[src/wrm_pkg.sv]
// Shared types and constants of the windowed rate average meter.
// Depends on nothing; every other file of the block imports it.
package wrm_pkg;

	// Sizing of the ring and the time base.
	localparam int WINDOW_SLOTS     = 30;
	localparam int TICKS_PER_SECOND = 1000;

	localparam int SUM_W   = 64;
	localparam int VAL_W   = 32;
	localparam int TIME_W  = 32;
	localparam int CNT_W   = 32;
	localparam int FILL_W  = $clog2(WINDOW_SLOTS + 1);
	localparam int PTR_W   = (WINDOW_SLOTS > 1) ? $clog2(WINDOW_SLOTS) : 1;
	localparam int STEPS_W = $clog2(SUM_W + 1);

	// Whole seconds are found by a multiplication with a rounded-up reciprocal.
	// With the shift set to 32 plus the ceiling of log2 of the divisor, the
	// quotient is exact for every 32-bit elapsed time.
	localparam int SEC_SHIFT = TIME_W + $clog2(TICKS_PER_SECOND);
	localparam int MAGIC_W   = TIME_W + 1;
	localparam int PROD_W    = TIME_W + MAGIC_W;
	localparam logic [63:0] SEC_MAGIC_FULL =
		((64'd1 << SEC_SHIFT) + 64'(TICKS_PER_SECOND) - 64'd1) / 64'(TICKS_PER_SECOND);
	localparam logic [MAGIC_W-1:0] SEC_MAGIC = SEC_MAGIC_FULL[MAGIC_W-1:0];

	localparam logic [PTR_W-1:0]  LAST_SLOT = PTR_W'(WINDOW_SLOTS - 1);
	localparam logic [FILL_W-1:0] FULL_FILL = FILL_W'(WINDOW_SLOTS);

	// One input beat.
	typedef struct packed {
		logic [VAL_W-1:0]  sample_value;
		logic [TIME_W-1:0] now_ms;
	} in_beat_t;

	// One result beat.
	typedef struct packed {
		logic [SUM_W-1:0] rolling_average;
		logic             window_closed;
	} out_beat_t;

	// Commands from the controller to the datapath.
	typedef struct packed {
		logic accept;      // take an input beat, accumulate and count it
		logic mul_en;      // form the reciprocal product of the elapsed time
		logic div1_start;  // start the interval value division
		logic ring_upd;    // push the interval value and start the average division
		logic close;       // keep the new average and restart the interval
		logic out_load;    // load the output register
		logic out_closed;  // window_closed flag for the loaded result
	} cmd_t;

	// Status from the datapath to the controller.
	typedef struct packed {
		logic secs_nz;   // at least one whole second has passed
		logic div_done;  // the divider quotient is ready
		logic out_busy;  // the output register holds a beat that is stalled
	} stat_t;

endpackage

[src/wrm_div.sv]
// Iterative restoring divider, one quotient bit per cycle.
// Depends on wrm_pkg.
module wrm_div (
	input  logic                      clk,
	input  logic                      arst_n,
	input  logic                      start,
	input  logic [wrm_pkg::SUM_W-1:0] dividend,
	input  logic [wrm_pkg::SUM_W-1:0] divisor,
	output logic [wrm_pkg::SUM_W-1:0] quotient,
	output logic                      done
);
	import wrm_pkg::*;

	logic [SUM_W-1:0]   rem_q;
	logic [SUM_W-1:0]   dq_q;
	logic [SUM_W-1:0]   div_q;
	logic [STEPS_W-1:0] steps_q;
	logic               busy_q;
	logic               done_q;
	logic [SUM_W:0]     rem_sh;
	logic [SUM_W:0]     diff;

	// Shift in the next dividend bit and try to subtract the divisor.
	assign rem_sh = {rem_q, dq_q[SUM_W-1]};
	assign diff   = rem_sh - {1'b0, div_q};

	always_ff @(posedge clk or negedge arst_n) begin
		if (!arst_n) begin
			busy_q  <= 1'b0;
			done_q  <= 1'b0;
			steps_q <= '0;
		end else if (start) begin
			busy_q  <= 1'b1;
			done_q  <= 1'b0;
			steps_q <= STEPS_W'(SUM_W);
		end else if (busy_q) begin
			steps_q <= steps_q - 1'b1;
			if (steps_q == STEPS_W'(1)) begin
				busy_q <= 1'b0;
				done_q <= 1'b1;
			end
		end else begin
			done_q <= 1'b0;
		end
	end

	always_ff @(posedge clk) begin
		if (start) begin
			rem_q <= '0;
			dq_q  <= dividend;
			div_q <= divisor;
		end else if (busy_q) begin
			if (!diff[SUM_W]) begin
				rem_q <= diff[SUM_W-1:0];
				dq_q  <= {dq_q[SUM_W-2:0], 1'b1};
			end else begin
				rem_q <= rem_sh[SUM_W-1:0];
				dq_q  <= {dq_q[SUM_W-2:0], 1'b0};
			end
		end
	end

	assign quotient = dq_q;
	assign done     = done_q;

endmodule

[src/wrm_dp.sv]
// Datapath: interval accumulator, seconds multiplier, ring store, divider, output register.
// Depends on wrm_pkg and wrm_div.
module wrm_dp (
	input  logic               clk,
	input  logic               arst_n,
	input  logic               cfg_we,
	input  logic               cfg_wdata,
	input  wrm_pkg::in_beat_t  in_data,
	output wrm_pkg::out_beat_t out_data,
	output logic               out_valid,
	input  logic               out_stall,
	input  wrm_pkg::cmd_t      cmd,
	output wrm_pkg::stat_t     stat
);
	import wrm_pkg::*;

	logic               per_time_unit_q;
	logic [SUM_W-1:0]   sum_q;
	logic [CNT_W-1:0]   count_q;
	logic [TIME_W-1:0]  start_q;
	logic [TIME_W-1:0]  now_q;
	logic [TIME_W-1:0]  elapsed_q;
	logic [PROD_W-1:0]  prod_s1;
	logic [TIME_W-1:0]  secs;
	logic [SUM_W-1:0]   ring_mem [WINDOW_SLOTS];
	logic [SUM_W-1:0]   slot_rd_q;
	logic [FILL_W-1:0]  fill_q;
	logic [FILL_W-1:0]  fill_new;
	logic [PTR_W-1:0]   wp_q;
	logic [SUM_W-1:0]   total_q;
	logic [SUM_W-1:0]   total_new;
	logic [SUM_W-1:0]   avg_q;
	logic               ring_full;
	logic               out_valid_q;
	out_beat_t          out_q;
	logic               div_start;
	logic [SUM_W-1:0]   div_dividend;
	logic [SUM_W-1:0]   div_divisor;
	logic [SUM_W-1:0]   div_quot;
	logic               div_done;

	always_ff @(posedge clk or negedge arst_n) begin
		if (!arst_n) begin
			per_time_unit_q <= 1'b1;
		end else if (cfg_we) begin
			per_time_unit_q <= cfg_wdata;
		end
	end

	assign secs      = TIME_W'(prod_s1 >> SEC_SHIFT);
	assign ring_full = (fill_q == FULL_FILL);
	assign fill_new  = ring_full ? fill_q : fill_q + 1'b1;
	assign total_new = ring_full ? total_q - slot_rd_q + div_quot : total_q + div_quot;

	// The divider is shared by the interval value and the rolling average.
	assign div_start    = cmd.div1_start | cmd.ring_upd;
	assign div_dividend = cmd.ring_upd ? total_new : sum_q;
	always_comb begin
		priority if (cmd.ring_upd) begin
			div_divisor = SUM_W'(fill_new);
		end else if (per_time_unit_q) begin
			div_divisor = SUM_W'(secs);
		end else begin
			div_divisor = SUM_W'(count_q);
		end
	end

	wrm_div u_div (
		.clk      (clk),
		.arst_n   (arst_n),
		.start    (div_start),
		.dividend (div_dividend),
		.divisor  (div_divisor),
		.quotient (div_quot),
		.done     (div_done)
	);

	// Interval state and ring bookkeeping.
	always_ff @(posedge clk or negedge arst_n) begin
		if (!arst_n) begin
			sum_q   <= '0;
			count_q <= '0;
			start_q <= '0;
			fill_q  <= '0;
			wp_q    <= '0;
			total_q <= '0;
			avg_q   <= '0;
		end else begin
			if (cmd.accept) begin
				sum_q <= sum_q + SUM_W'(in_data.sample_value);
				if (count_q != '1) begin
					count_q <= count_q + 1'b1;
				end
			end
			if (cmd.ring_upd) begin
				total_q <= total_new;
				fill_q  <= fill_new;
				wp_q    <= (wp_q == LAST_SLOT) ? '0 : wp_q + 1'b1;
			end
			if (cmd.close) begin
				avg_q   <= div_quot;
				sum_q   <= '0;
				count_q <= '0;
				start_q <= now_q;
			end
		end
	end

	always_ff @(posedge clk) begin
		if (cmd.accept) begin
			now_q     <= in_data.now_ms;
			elapsed_q <= in_data.now_ms - start_q;
		end
		if (cmd.mul_en) begin
			prod_s1 <= PROD_W'(elapsed_q) * PROD_W'(SEC_MAGIC);
		end
	end

	// Ring store: one write port, one registered read at the write pointer.
	always_ff @(posedge clk) begin
		if (cmd.ring_upd) begin
			ring_mem[wp_q] <= div_quot;
		end
		slot_rd_q <= ring_mem[wp_q];
	end

	// Output register.
	always_ff @(posedge clk or negedge arst_n) begin
		if (!arst_n) begin
			out_valid_q <= 1'b0;
		end else if (cmd.out_load) begin
			out_valid_q <= 1'b1;
		end else if (!out_stall) begin
			out_valid_q <= 1'b0;
		end
	end

	always_ff @(posedge clk) begin
		if (cmd.out_load) begin
			out_q.rolling_average <= avg_q;
			out_q.window_closed   <= cmd.out_closed;
		end
	end

	assign out_data      = out_q;
	assign out_valid     = out_valid_q;
	assign stat.secs_nz  = (secs != '0);
	assign stat.div_done = div_done;
	assign stat.out_busy = out_valid_q & out_stall;

endmodule

[src/wrm_ctrl.sv]
// Controller state machine sequencing one input beat through the datapath.
// Depends on wrm_pkg.
module wrm_ctrl (
	input  logic           clk,
	input  logic           arst_n,
	input  logic           in_valid,
	output logic           in_stall,
	input  wrm_pkg::stat_t stat,
	output wrm_pkg::cmd_t  cmd
);
	import wrm_pkg::*;

	localparam logic [2:0] ST_IDLE = 3'd0;
	localparam logic [2:0] ST_MUL  = 3'd1;
	localparam logic [2:0] ST_CHK  = 3'd2;
	localparam logic [2:0] ST_DIV1 = 3'd3;
	localparam logic [2:0] ST_DIV2 = 3'd4;
	localparam logic [2:0] ST_FIN  = 3'd5;

	logic [2:0] state_q;
	logic [2:0] state_d;
	logic       closed_q;

	always_comb begin
		state_d = state_q;
		cmd     = '0;
		cmd.out_closed = closed_q;
		unique case (state_q)
			ST_IDLE: begin
				if (in_valid) begin
					cmd.accept = 1'b1;
					state_d    = ST_MUL;
				end
			end
			ST_MUL: begin
				cmd.mul_en = 1'b1;
				state_d    = ST_CHK;
			end
			ST_CHK: begin
				if (stat.secs_nz) begin
					cmd.div1_start = 1'b1;
					state_d        = ST_DIV1;
				end else begin
					state_d = ST_FIN;
				end
			end
			ST_DIV1: begin
				if (stat.div_done) begin
					cmd.ring_upd = 1'b1;
					state_d      = ST_DIV2;
				end
			end
			ST_DIV2: begin
				if (stat.div_done) begin
					cmd.close = 1'b1;
					state_d   = ST_FIN;
				end
			end
			ST_FIN: begin
				if (!stat.out_busy) begin
					cmd.out_load = 1'b1;
					state_d      = ST_IDLE;
				end
			end
			default: begin
				state_d = ST_IDLE;
			end
		endcase
	end

	always_ff @(posedge clk or negedge arst_n) begin
		if (!arst_n) begin
			state_q  <= ST_IDLE;
			closed_q <= 1'b0;
		end else begin
			state_q <= state_d;
			if (state_q == ST_CHK) begin
				closed_q <= stat.secs_nz;
			end
		end
	end

	assign in_stall = (state_q != ST_IDLE);

endmodule

[src/windowed_rate_average_meter_top.sv]
// Top level of the windowed rate average meter: controller plus datapath.
// Depends on wrm_pkg, wrm_ctrl and wrm_dp.
//
//   Channel   Direction  Handshake             Beat contents
//   in        sink       in_valid / in_stall   in_data: sample_value, now_ms
//   out       source     out_valid / out_stall out_data: rolling_average, window_closed
//   cfg       sink       cfg_we                cfg_wdata: per_time_unit
//
// A beat that closes no interval is accepted, turned into whole seconds and checked, and then
// its result is loaded. A closing beat makes two further passes through the shared bit-serial
// divider before loading: first the interval value, then the new average.
// Reset is asynchronous and active low; it clears the interval, the ring counters and the
// average and selects rate mode. The ring store is not cleared, as only written slots are read.
// A result waiting under out_stall holds back only the loading of the next result.
module windowed_rate_average_meter_top (
	input  logic               clk,
	input  logic               arst_n,
	input  logic               cfg_we,
	input  logic               cfg_wdata,
	input  logic               in_valid,
	output logic               in_stall,
	input  wrm_pkg::in_beat_t  in_data,
	output logic               out_valid,
	input  logic               out_stall,
	output wrm_pkg::out_beat_t out_data
);
	import wrm_pkg::*;

	// Commands from the controller and status back from the datapath.
	cmd_t  cmd;
	stat_t stat;

	// The controller steps each beat through accumulate, seconds, divisions and output.
	wrm_ctrl u_ctrl (
		.clk      (clk),
		.arst_n   (arst_n),
		.in_valid (in_valid),
		.in_stall (in_stall),
		.stat     (stat),
		.cmd      (cmd)
	);

	// The datapath holds all arithmetic, the ring store and the output register.
	wrm_dp u_dp (
		.clk       (clk),
		.arst_n    (arst_n),
		.cfg_we    (cfg_we),
		.cfg_wdata (cfg_wdata),
		.in_data   (in_data),
		.out_data  (out_data),
		.out_valid (out_valid),
		.out_stall (out_stall),
		.cmd       (cmd),
		.stat      (stat)
	);

endmodule

[config.mk]
export PLATFORM = sky130hd
export DESIGN_NAME = windowed_rate_average_meter_top
export DESIGN_NICKNAME = d
export VERILOG_FILES = /design/src/wrm_pkg.sv /design/src/wrm_div.sv /design/src/wrm_dp.sv /design/src/wrm_ctrl.sv /design/src/windowed_rate_average_meter_top.sv
export SDC_FILE = /design/constraint.sdc
export NUM_CORES = 2
export LEC_CHECK = 0
export BUFFER_PORTS_ARGS = -buffer_cell sky130_fd_sc_hd__clkbuf_2
export CAP_MARGIN = 20
export CORE_MARGIN = 4
export CORE_UTILIZATION = 50
export DETAILED_ROUTE_END_ITERATION = 16
export GPL_TIMING_DRIVEN = 1
export PLACE_DENSITY = 0.65
export SETUP_SLACK_MARGIN = 0.1
export SLEW_MARGIN = 40
export SYNTH_ARGS = -nofsm -noshare
export SYNTH_HDL_FRONTEND = slang
export SYNTH_SLANG_ARGS = --single-unit
[constraint.sdc]
create_clock -name clk -period 8.2 [get_ports clk]
set_clock_uncertainty 0.2 [all_clocks]
set_input_delay 1.23 -clock clk [delete_from_list [all_inputs] [get_ports clk]]
set_output_delay 1.23 -clock clk [all_outputs]
set_load 0.05 [all_outputs]
; Word level (Yosys, flattened, before mapping)
; Memory sizes are Yosys's and may differ from the RTL's. A register that Yosys moved wholly into a read port is not among the register bits.
; Cells that the tools add are included.
[op_classes]
n_addsub = 10
n_mul = 1
eq_ne = 15
mux = 43
bitwise_logic = 2
n_reduce_logical = 9
[op_table]
columns = cell, count
row1 = $mux W64, 7
row2 = $add A64 B64 Y64, 2
row3 = $mux W32, 3
row4 = $sub A65 B32 Y65, 1
row5 = $add A64 B32 Y64, 1
row6 = $sub A64 B64 Y64, 1
row7 = $mul A32 B29 Y61 const B, 1
row8 = $add A32 B1 Y32 const B, 1
row9 = $ne A32 B32 Y1 const B, 1
row10 = $reduce_bool A32 Y1, 1
row11 = $sub A32 B32 Y32, 1
row12 = $mux W23, 1
row13 = $mux W1, 21
row14 = $pmux W3 S6, 1
row15 = $mux W3, 5
row16 = $mux W5, 3
row17 = $mux W7, 2
row18 = $add A5 B1 Y5 const B, 2
row19 = $eq A5 B5 Y1 const B, 2
row20 = $eq A7 B1 Y1 const B, 1
row21 = $sub A7 B1 Y7 const B, 1
row22 = $eq A3 B2 Y1 const B, 2
row23 = $eq A3 B3 Y1 const B, 2
row24 = $ne A2 B1 Y1 const B, 3
row25 = other kinds (11), 14
[word_totals]
reg_bits = 631
mem_bits_rw = 1920
input_bits = 70
output_inout_bits = 67
wordCells = 105
n_memories = 1
[memory_table]
columns = memory, words, width, read_ports, rd_ports_with_merged_regs, wr, line_no
row1 = u_dp.ring_mem, 30, 64, 1, 1, 1, wrm_dp.sv:25  ; logic [SUM_W-1:0] ring_mem [WINDOW_SLOTS];

; Longest topological paths before layout
[depth]
word_depth = 5
mapped_depth = 26
mapped_depth_nobuf = 26

; Modules after synthesis
; Synthesis repeated with hierarchy kept, for this count alone.
[unflattened]
hier_cells = 9090
hier_area_um2 = 129729.4
[by_module_without_submodules]
columns = mod, instances, cells_per_inst, area_per_inst_um2, seq_area_each_um2
row1 = wrm_dp, 1, 7822, 117381.3, 70208.6
row2 = wrm_div, 1, 1237, 12081.6, 5350.1
row3 = wrm_ctrl, 1, 31, 266.5, 100.1

; Worst setup path after synthesis
; OpenSTA, ideal clock, no wires.
[synth_timing]
path_kind = register to register
start = register u_dp.elapsed_q[18]
end = register u_dp.prod_s1[63] (data pin)
setup_ps = 265
t_arrival_ps = 6717
t_required_ps = 7735
slack_ps = 1018
stages_incl_launch_ff = 25
n_path_buf = 0
synth_period_minus_slack_ps = 7182
path_cell_list = edfxtp_1 ha_1 fa_1 fa_1 inv_1 fa_1 inv_1 fa_1 fa_1 fa_1 inv_1 fa_1 inv_1 ha_1 nand4_1 or2_2 a211o_1 nand3_1 nor3_1 o2111ai_1 a21oi_1 o31ai_1 a221oi_1 o21bai_1 xor2_1
[synth_via]
elab_chain_len = 1
[synth_lines]
columns = element, line_no
row1 = start: declaration, wrm_dp.sv:22  ; logic [TIME_W-1:0] elapsed_q;
row2 = start signal: assignment, wrm_dp.sv:112  ; elapsed_q <= in_data.now_ms - start_q;
row3 = $mul A32 B29 Y61, wrm_dp.sv:115  ; prod_s1 <= PROD_W'(elapsed_q) * PROD_W'(SEC_MAGIC);
row4 = end signal: assignment, wrm_dp.sv:115
row5 = end: declaration, wrm_dp.sv:23  ; logic [PROD_W-1:0] prod_s1;
; No other way between the ends.
; A chain may end at the register's enable or synchronous reset.

; Worst setup path in the final report
[layout_timing]
start = register u_dp.elapsed_q[23]
end = register u_dp.prod_s1[57] (data pin)
; The elaborated chain is that of the path after synthesis.

==> flow_metrics.tcl <==
set metrics [dict create \
    status "finished, final reports clean" \
    numCtsBuffers 288 \
    syn2layout_area_growth_pct 13.0 \
    reg2reg_depth 30 \
    cts.clk_slew.worst_paths_ps 60 \
    synth_top_cell_by_area "edfxtp_1" \
    ir_worst_vdd_uv 178 \
    grt_pass1_wl_um 530000 \
    min_to "u_dp.out_data[57]$_DFFE_PP_" \
    maxCapViolations 0 \
    place_area_sq_mm 0.132 \
    final_cell_area_sq_mm 0.141 \
    crit_top_cell "fa_1" \
    rsz0062_at_grt "false" \
    dp_slack_ps 150 \
    cts_max_level 5 \
    critPathCaptureType "register" \
    num_rows 183 \
    die_w_um 508 \
    grt_max_degree 120 \
    track_usage_pct 28.0 \
    hp-class "register to register" \
    hold_start "u_dp.avg_q[56]$_DFFE_PN0P_" \
    synth_area_sq_mm 0.125 \
    cts_tree "built" \
    slew_headroom_pct 36.3 \
    ios 137 \
    num_vias 77000 \
    syn_avg_cell_area_sq_um 14.4 \
    drive_gt1_share_pct 14.6 \
    period_share_pct 94.5 \
    gp_congestion 0.968 \
    cts.sinks 2577 \
    crit_fanout 5 \
    grt_pass1_vias 77500 \
    synth_nets 9771 \
    grt_overflow 0 \
    ant_nets 0 \
    dp_hpwl_um 238000 \
    yosys_warnings 0 \
    fp.dieH_um 508 \
    hold_depth 0 \
    synth_ff_type "edfxtp_1" \
    slowest_delay_ps 560 \
    port_buffers 136 \
    reg2reg_to "u_dp.prod_s1[57]$_DFFE_PP_" \
    synthArstFlopShare_pct 10.9 \
    setup_slack_ps 451 \
    synth_cell_types 84 \
    p_leak_uw 0.0530 \
    worst_slew_pin_slew_ps 953 \
    reg2reg_from "u_dp.elapsed_q[23]$_DFFE_PP_" \
    synth_area_leaders "edfxtp_1, mux4_2, ha_1, fa_1, dfrtp_1" \
    min_period_ps 7750 \
    antenna_found_initial 30 \
    drc_errors 0 \
    postSynthCellCount 8717 \
    drt-initial-drc-count 8640 \
    hold_viol 0 \
    setup_viol 0 \
    maxClockFrequency_mhz 129 \
    clock_path_buffers 4 \
    via_per_inst 6.09 \
    finalSetupTns_ps 0 \
    routedWlPerCell_um 28.7 \
    synth_edf_count 2168 \
    startpoint "u_dp.elapsed_q[23]$_DFFE_PP_" \
    ys_seq_area_share_pct 59.6 \
    crit_type "register to register" \
    initial_core_util_pct 50.3 \
    core_area_sq_mm 0.249 \
    synth.top_cells.by_count "edfxtp_1, inv_1, ha_1, nand2_1, mux4_2" \
    dieArea_sq_mm 0.259 \
    ys_ff_latch 2577 \
    fin_util_pct 56.8 \
    synth.top_cell.area_share_pct 52.0 \
    clock_latency_ps 920 \
    cpMaxStageDelayCell "fa_1" \
    postRouteWirelength_um 362000 \
    ctsRootBufferMaster "clkbuf_16" \
    first_pass_iters 7 \
    worst-r2r-setup-slack_ps 450 \
    nets 10100 \
    start_kind "register" \
    worstPathArrival_ps 8200 \
    cp.required_ps 8650 \
    maxSlewViolCount 0 \
    powerDensity_mw_per_mm2 231 \
    synth.most_common_cell "edfxtp_1" \
]
stage by stage:
step,cells,total power (uW),hold WS [ps]
after global routing,12600,33900,249
after floorplan,8717,18800,215
after detailed placement,12100,20400,230
after global placement,12000,20100,230
final,12600,32700,237
after CTS,12600,32800,132
state kept, by name (all words and copies together), names as in the netlist, 32 cells and up:
register,flops
u_dp.slot_rd_q,64
u_dp.elapsed_q,32
u_dp.sum_q,64
u_dp.count_q,32
u_dp.ring_mem,1920
u_dp.u_div.rem_q,64
u_dp.out_data,65
u_dp.u_div.quotient,64
u_dp.start_q,32
u_dp.total_q,64
u_dp.avg_q,64
u_dp.u_div.div_q,32
u_dp.now_q,32
how the worst max path moves through the flow:
| stage | end | slack [ps] | cells after the start |
|---|---|---|---|
| 2_1_floorplan | u_dp.prod_s1[63]$_DFFE_PP_ | 1020 | 24 |
| 3_3_place_gp | u_dp.prod_s1[57]$_DFFE_PP_ | 180 | 26 |
| 3_5_place_dp | u_dp.prod_s1[57]$_DFFE_PP_ | 150 | 27 |
| 4_1_cts | u_dp.prod_s1[57]$_DFFE_PP_ | 200 | 27 |
| 5_1_grt | u_dp.prod_s1[57]$_DFFE_PP_ | 130 | 29 |
| 6_report | u_dp.prod_s1[57]$_DFFE_PP_ | 450 | 30 |
timing repair:
item | CTS | global route
endpoints found under the setup margin | 0 | 12
setup buffers | 0 | 7
gates resized for setup | 0 | 7
endpoints found under the hold margin | 0 | 29
hold buffers | 0 | 1
layer usage:
layer | global-route usage, % | up-vias | part of all wire (%)
met3 | 3.80 | 759 | 7.0
met1 | 38.1 | 39600 | 40
met4 | 12.5 | 4 | 4.9
met5 | 0 | - | 0.0066
li1 | - | 33300 | -
met2 | 45.2 | 3384 | 48
report_power, final:
group          switching, uW  internal [uW]
registers                403          15300
logic                   2970           1550
clock network           5100           7410
total                   8470          24300
cell families (layout without fill, tap and decap cells):
group | after synthesis | count (layout) | synth area share (%)
mux | 555 | 555 | 8.91
simple gates | 1397 | 1397 | 5.21
xor+xnor | 312 | 312 | 2.18
compound gates | 1611 | 1611 | 8.18
other cells | 0 | 22 | 0
buf+inv | 1281 | 1848 | 3.85
flops | 2577 | 2577 | 59.6
fa+ha+maj | 984 | 984 | 12.0
critical path, delay by kind of cell (launching register included):
kind / cells / cell delay [ps]
AOI/OAI and AO/OA: 5 / 770
xor gates and xnor gates: 1 / 100
adders and majority gates: 9 / 4160
buffers and inverters: 10 / 1020
DFF: 1 / 450
and+or+nand+nor: 5 / 790
cells in the final DEF, fill, tap and decap left out, types with 24 or more instances in the layout:
cell | synthesis | routed
nand2_1 | 502 | 502
nand3_1 | 78 | 78
dfrtp_1 | 280 | 276
xnor2_1 | 167 | 167
o21a_1 | 42 | 42
inv_1 | 919 | 918
mux4_2 | 448 | 448
edfxtp_1 | 2168 | 2168
clkbuf_16 | 0 | 294
xor2_1 | 145 | 145
o21bai_1 | 38 | 38
clkbuf_2 | 0 | 135
and3_1 | 34 | 34
nor3_1 | 59 | 55
buf_4 | 0 | 166
nand2b_1 | 41 | 41
a21boi_0 | 25 | 25
buf_6 | 1 | 67
ha_1 | 619 | 619
nand4_1 | 141 | 141
dfxtp_1 | 128 | 128
nor2_1 | 377 | 343
nor2b_1 | 25 | 24
mux2i_1 | 105 | 105
buf_16 | 0 | 25
fa_1 | 365 | 365
nor2_4 | 0 | 33
clkbuf_1 | 289 | 81
or3_1 | 28 | 26
a21oi_1 | 403 | 401
o211ai_1 | 86 | 86
clkinv_2 | 0 | 32
clkinv_1 | 0 | 36
a21o_1 | 144 | 144
a22oi_1 | 206 | 206
o21ai_0 | 386 | 385
a31oi_1 | 55 | 55
a211oi_1 | 64 | 64
area by class of cell:
type | instances | area, sq um
fillers | 19500 | 107000
flip-flops and latches | 2577 | 74700
multi-input cells | 4859 | 46100
clock buffers | 393 | 7890
well taps | 3330 | 4170
repair buffers | 425 | 3950
inverters | 920 | 3450
clock inverters | 110 | 1150
diodes | 22 | 55.1
No activity file was read; power rests on OpenSTA's default activity.
